--- src/rtl/assert_macros.svh ---
// Assertion helpers used by the top-level RTL file.
`ifndef ASSERT_MACROS_SVH
`define ASSERT_MACROS_SVH

// Concurrent check on the rising clock edge, switched off while reset is high.
`define ASSERT_CLK(label, clk, rst, prop) \
   label: assert property (@(posedge clk) disable iff (rst) (prop)) \
      else $error("assertion failed");

// Implication between a condition and a consequence in the following cycle.
`define ASSERT_NEXT(label, clk, rst, ante, cons) \
   `ASSERT_CLK(label, clk, rst, (ante) |=> (cons))

// Implication between a condition and a consequence in the same cycle.
`define ASSERT_SAME(label, clk, rst, ante, cons) \
   `ASSERT_CLK(label, clk, rst, (ante) |-> (cons))

`endif

--- src/rtl/vdht_pkg.sv ---
package vdht_pkg;

   localparam int TABLE_SIZE_DEFAULT = 4096;

   localparam int COORD_W    = 16;
   localparam int COLOUR_W   = 8;
   localparam int REQ_DATA_W = 72;
   localparam int REQ_USER_W = 1;

   localparam logic [31:0] SEED_KEY  = 32'd5381;
   localparam logic [31:0] BASE_FRAC = 32'd2654435766;
   localparam logic [31:0] STEP_FRAC = 32'd3037000499;

   typedef enum logic [2:0] {
      STATUS_INSERTED  = 3'd0,
      STATUS_PRESENT   = 3'd1,
      STATUS_FOUND     = 3'd2,
      STATUS_NOT_FOUND = 3'd3,
      STATUS_FULL      = 3'd4
   } status_type;

   typedef enum logic [1:0] {
      SEL_X,
      SEL_Y,
      SEL_Z
   } coord_sel_type;

   typedef struct packed {
      logic          load;
      logic          hash_en;
      coord_sel_type hash_sel;
      logic          key_en;
      logic          mul_en;
      logic          mul_step;
      logic          set_start;
      logic          set_step;
      logic          rd_en;
      logic          advance;
      logic          clear_en;
      logic          finish;
   } cmd_type;

   typedef struct packed {
      logic clr_last;
      logic resolved;
      logic out_free;
   } stat_type;

endpackage

--- src/rtl/vdht_ctrl.sv ---
module vdht_ctrl (
   input  logic               clock,
   input  logic               reset,
   input  logic               req_tvalid,
   output logic               req_tready,
   input  vdht_pkg::stat_type stat,
   output vdht_pkg::cmd_type  cmd
);

   typedef enum logic [3:0] {
      ST_CLEAR,
      ST_IDLE,
      ST_HASH_X,
      ST_HASH_Y,
      ST_HASH_Z,
      ST_KEY,
      ST_MUL_BASE,
      ST_MUL_STEP,
      ST_FIRST,
      ST_CHECK,
      ST_READ
   } state_type;

   state_type state_ff, state_in;

   assign req_tready = (state_ff == ST_IDLE);

   always_comb begin
      state_in     = state_ff;
      cmd          = '0;
      cmd.hash_sel = vdht_pkg::SEL_X;
      case (state_ff)
         ST_CLEAR: begin
            cmd.clear_en = 1'b1;
            if (stat.clr_last) begin
               state_in = ST_IDLE;
            end
         end
         ST_IDLE: begin
            if (req_tvalid) begin
               cmd.load = 1'b1;
               state_in = ST_HASH_X;
            end
         end
         ST_HASH_X: begin
            cmd.hash_en  = 1'b1;
            cmd.hash_sel = vdht_pkg::SEL_X;
            state_in     = ST_HASH_Y;
         end
         ST_HASH_Y: begin
            cmd.hash_en  = 1'b1;
            cmd.hash_sel = vdht_pkg::SEL_Y;
            state_in     = ST_HASH_Z;
         end
         ST_HASH_Z: begin
            cmd.hash_en  = 1'b1;
            cmd.hash_sel = vdht_pkg::SEL_Z;
            state_in     = ST_KEY;
         end
         ST_KEY: begin
            cmd.key_en = 1'b1;
            state_in   = ST_MUL_BASE;
         end
         ST_MUL_BASE: begin
            cmd.mul_en = 1'b1;
            state_in   = ST_MUL_STEP;
         end
         ST_MUL_STEP: begin
            cmd.mul_en    = 1'b1;
            cmd.mul_step  = 1'b1;
            cmd.set_start = 1'b1;
            state_in      = ST_FIRST;
         end
         ST_FIRST: begin
            cmd.set_step = 1'b1;
            cmd.rd_en    = 1'b1;
            state_in     = ST_CHECK;
         end
         ST_CHECK: begin
            if (stat.resolved) begin
               if (stat.out_free) begin
                  cmd.finish = 1'b1;
                  state_in   = ST_IDLE;
               end
            end else begin
               cmd.advance = 1'b1;
               state_in    = ST_READ;
            end
         end
         ST_READ: begin
            cmd.rd_en = 1'b1;
            state_in  = ST_CHECK;
         end
         default: begin
            state_in = ST_IDLE;
         end
      endcase
   end

   always_ff @(posedge clock) begin
      if (reset) begin
         state_ff <= ST_CLEAR;
      end else begin
         state_ff <= state_in;
      end
   end

endmodule

--- config.mk ---
export PLATFORM = sky130hd
export DESIGN_NAME = vdht_ctrl
export DESIGN_NICKNAME = d
export VERILOG_FILES = /design/src/rtl/assert_macros.svh /design/src/rtl/vdht_pkg.sv /design/src/rtl/vdht_ctrl.sv
export SDC_FILE = /design/constraint.sdc
export NUM_CORES = 1
export LEC_CHECK = 0
export ABC_AREA = 0
export BUFFER_PORTS_ARGS = -buffer_cell sky130_fd_sc_hd__buf_2
export CORE_AREA = 2 2 39 41
export CTS_BUF_LIST = sky130_fd_sc_hd__clkbuf_8
export CTS_CLUSTER_SIZE = 40
export DETAILED_ROUTE_END_ITERATION = 7
export DIE_AREA = 0 0 41 43
export PLACE_DENSITY_LB_ADDON = 0.2
export SETUP_SLACK_MARGIN = 0.5
export SLEW_MARGIN = 0
export SYNTH_ARGS = -nofsm -noshare
export SYNTH_HDL_FRONTEND = slang
export SYNTH_SLANG_ARGS = --single-unit
--- constraint.sdc ---
create_clock -name clock -period 1.5 [get_ports clock]
set_input_delay 0 -clock clock [delete_from_list [all_inputs] [get_ports clock]]
set_output_delay 0 -clock clock [all_outputs]
set_load 0.01 [all_outputs]
---- Word-level counts from Yosys, hierarchy flattened ----
Cells that the tools add are included.
word-level totals
  bits in registers ....................... 4
  bits of input ports ..................... 6
  output and inout bits ................... 14
  logic and storage cells ................. 37
cells by class
  eq/ne operators ......................... 13
  muxes and demuxes ....................... 19
  reductions and logical operators ........ 4
operators with widths
  cell                                                              count
  4-bit case mux with 10 select lines                               1
  4-bit by 3-bit == test with 1-bit output (second input constant)  4
  4-bit two-way mux                                                 4
  4-bit == test (second input constant)                             3
  1-bit two-way mux                                                 12
  3-bit case mux with 3 select lines                                1
  4-bit by 2-bit == test with 1-bit output (second input constant)  2
  4-bit by 1-bit == test with 1-bit output (second input constant)  1
  4-bit zero test                                                   1
  2-bit != test (second input constant)                             2
  2-bit OR reduction                                                2
  3-bit != test (second input constant)                             1
  3-bit AND reduction                                               1
  2-bit two-way mux                                                 1

---- Longest topological paths before layout ----
  word-level depth ........................ 3
  gate-level depth with buffers ........... 4
  depth with buffers taken out ............ 3

---- Worst setup path before layout ----
Ideal clock, no wire load.
  kind .................................... flip-flop to flip-flop
  start point ............................. reg state_ff[0]
  end point ............................... reg state_ff[0]
  setup time .............................. 115 ps
  data arrival time ....................... 1004 ps
  required time ........................... 1385 ps
  setup slack ............................. 381 ps
  cell stages (with the launch flop) ...... 5
  path buffers ............................ 1
  period minus slack after synthesis ...... 1119 ps
  path through ............................ dfxtp_1 > buf_6 > nor4_4 > a21oi_1 > o21a_1
on the way
  cells in the longest elaborated chain, start to end .. 3
  elaborated cells between the ends (all ways) .. 17
  those cells by class .................... eq/ne: 13; mux: 1; reduce/logical: 3
ends and longest elaborated chain
  item                                                                        RTL line          RTL
  start, declared                                                             vdht_ctrl.sv:24   state_type state_ff, state_in;
  start signal, assigned                                                      vdht_ctrl.sv:104  state_ff <= state_in;
  4-bit == test (tied with other cells)                                       vdht_ctrl.sv:32   case (state_ff)
  2-bit OR reduction (no line) (tied with other cells)                        --
  4-bit case mux with 10 select lines or 3-bit AND reduction (tied branches)  --
Several ways; a longest one is shown, not always the timed one.
A chain may end at the register's enable or synchronous reset.

==> impl_metrics.toml <==
[finish]
largest-register = "state_ff"
fin_util_pct = 61.7
regArea_sq_um = 95.1
fillerInstances = 125
area_delta_synth_final_pct = 112
multiInputGateArea_sq_um = 359
final_nets = 97
largest_reg_flops = 4
drive_gt1_share_pct = 74.2
antenna_cells = 0
top_regs = "state_ff (4)"

[status]
outcome = "complete, no violations"

[synth]
ys_top_cells_by_area = "dfxtp_1 20%, buf_6 8.4%, nand2b_1 6.2%"
synth-seq-cells = 4
syn_inst = 49
ys_types = 28
synthesis.area_sq_um = 403
synth_nets = 55
synth.most_common_cell = "nor2_1"
synth_top_cell_by_area = "dfxtp_1"
avgSynthCellArea_sq_um = 8.22
yosysWarnings = 0
async_flop_share_pct = 0
synth-main-ff-cell = "dfxtp_1"
synth_edf_count = 0
ys_seq_area_share_pct = 19.9
yosysTopAreaCellShare_pct = 19.9
synth.top_cells.by_count = "6 x nor2_1, 5 x nor3_1, 4 x dfxtp_1, 4 x nand2b_1, 3 x buf_6"

[grt]
grt-ovfl-total = 0
grt_pass1_vias = 494
grt_max_degree = 13
antenna_found_initial = 0
grt_usage_pct = 17.7
grt_pass1_wl_um = 2150

[floorplanning]
coreArea_sq_um = 1380
initial_core_util_pct = 29.1
ios = 20
die_h_um = 43
die_area_sq_um = 1760
row_count = 14
die_x_um = 41

[pwr]
power.total_mw = 0.552
p_leak_nw = 0.403
ir_drop_mv = 0.639
power_density_nw_per_um2 = 647

[drt]
drc = 0
vias = 517
dr.pass1.iters = 2
final_antenna_net_count = 0
routed_wl_um = 1530
wl_per_cell_um = 14.6
viasPerCell = 4.92
dr.first_iter.drc_count = 7

[setup_path]
crit_type = "reg2out"
critPathLaunchType = "register"
arrival_ns = 1.18
required_ns = 1.50
end_kind = "primary output"
ff2ff_setup_slack_ns = 0.37
critPathMaxFanout = 4

[job]
maxCapViolCount = 0

[timing]
max_freq_mhz = 850
finalClockSkew_ns = 0.00179
setup_viol = 0
slew_headroom_pct = 84.8
hold_ws_ns = 0.125
worst_pin_slew_ns = 0.226
rsz0062_at_grt = "true"
maxSlewViolCount = 0
fin_crit_ns = 1.18
hold_viol_final = 0
finalCritPeriodShare_pct = 78.5
finalSetupTns_ns = 0
final.setup.worst_slack_ns = 0.323

[clock_tree]
cts_tree = "done"
cts_made_buffers = 3
clkSlewWorstSetupHoldPaths_ns = 0.03
clkLatencyLatePin_ns = 0.22
clkSinkCount = 4
htree_levels = 1
clockBufferDepth = 2
root_buffer = "clkbuf_8"

[hold_path]
hp-class = "in2reg"

[placed_design]
port_buffers = 19
place_congestion = 0.714
dp_hpwl_um = 667
dp_slack_ns = 0.186
## layer usage
layer	GRT usage [%]	vias up	wire length, um
li1	-	254	-
met1	23.5	247	618
met2	26.6	12	835
met3	3.14	4	45
met4	8.00	0	32
met5	0	-	0
## path summary, 6_finish.rpt
| kind | from | to | cells past startpoint |
|---|---|---|---|
| worst min-delay path | stat[2] | state_ff[0] | 4 |
| worst max-delay path | state_ff[0] | cmd[9] | 4 |
| worst max register to register | state_ff[1] | state_ff[1] | 5 |
| worst min register to register | state_ff[3] | state_ff[2] | 2 |
## worst max-delay path: stages (launching register included)
cell	delay [ns]
dfxtp_4	0.37
buf_6	0.13
nand2_2	0.09
nor3_1	0.19
buf_2	0.18
## metrics by stage
step	area, sq um	std cells
finish	853	105
global route	853	105
CTS	751	98
detailed placement	470	79
global placement	470	79
floorplan	404	49
## placed cells by master (no fill, tap or decap), types with 2 or more instances in the layout
cell type,instances
nor2_4,2
nor3_4,2
buf_4,11
buf_6,14
nor2_1,5
nor3b_2,2
buf_2,16
nand2b_4,3
dfxtp_4,4
clkbuf_8,3
nand2_1,2
mux2i_1,2
nor3_2,2
nor3_1,2
## logic make-up after synthesis
family,share of synthesized area [%]
xor+xnor,2.17
compound gates,17.1
flops,19.9
simple gates,41.9
mux,4.97
buf+inv,14.0
## cell type report
cell class / count / share of cell area (%)
multi-input cells: 38 / 42.1
flip-flops and latches: 4 / 11.1
repair buffers: 42 / 38.7
well taps: 16 / 2.35
inverters: 2 / 0.880
clock buffers: 3 / 4.84
## where the power goes
group | internal [mW] | leakage (nW) | switching (mW)
clock network | 0.171 | 0.0216 | 0.0595
logic | 0.108 | 0.346 | 0.0906
registers | 0.111 | 0.0355 | 0.0112
total | 0.390 | 0.403 | 0.161
## repair_timing
action / 4_1_cts / 5_1_grt
pin swaps: 8 / 6
hold endpoints to repair: 1 / 0
buffers inserted: 15 / 7
endpoints found under the setup margin: 18 / 18
gates cloned: 0 / 0
hold buffers: 1 / 0
gates resized for setup: 28 / 14
Note: power is estimated with default switching activity, not from simulation.
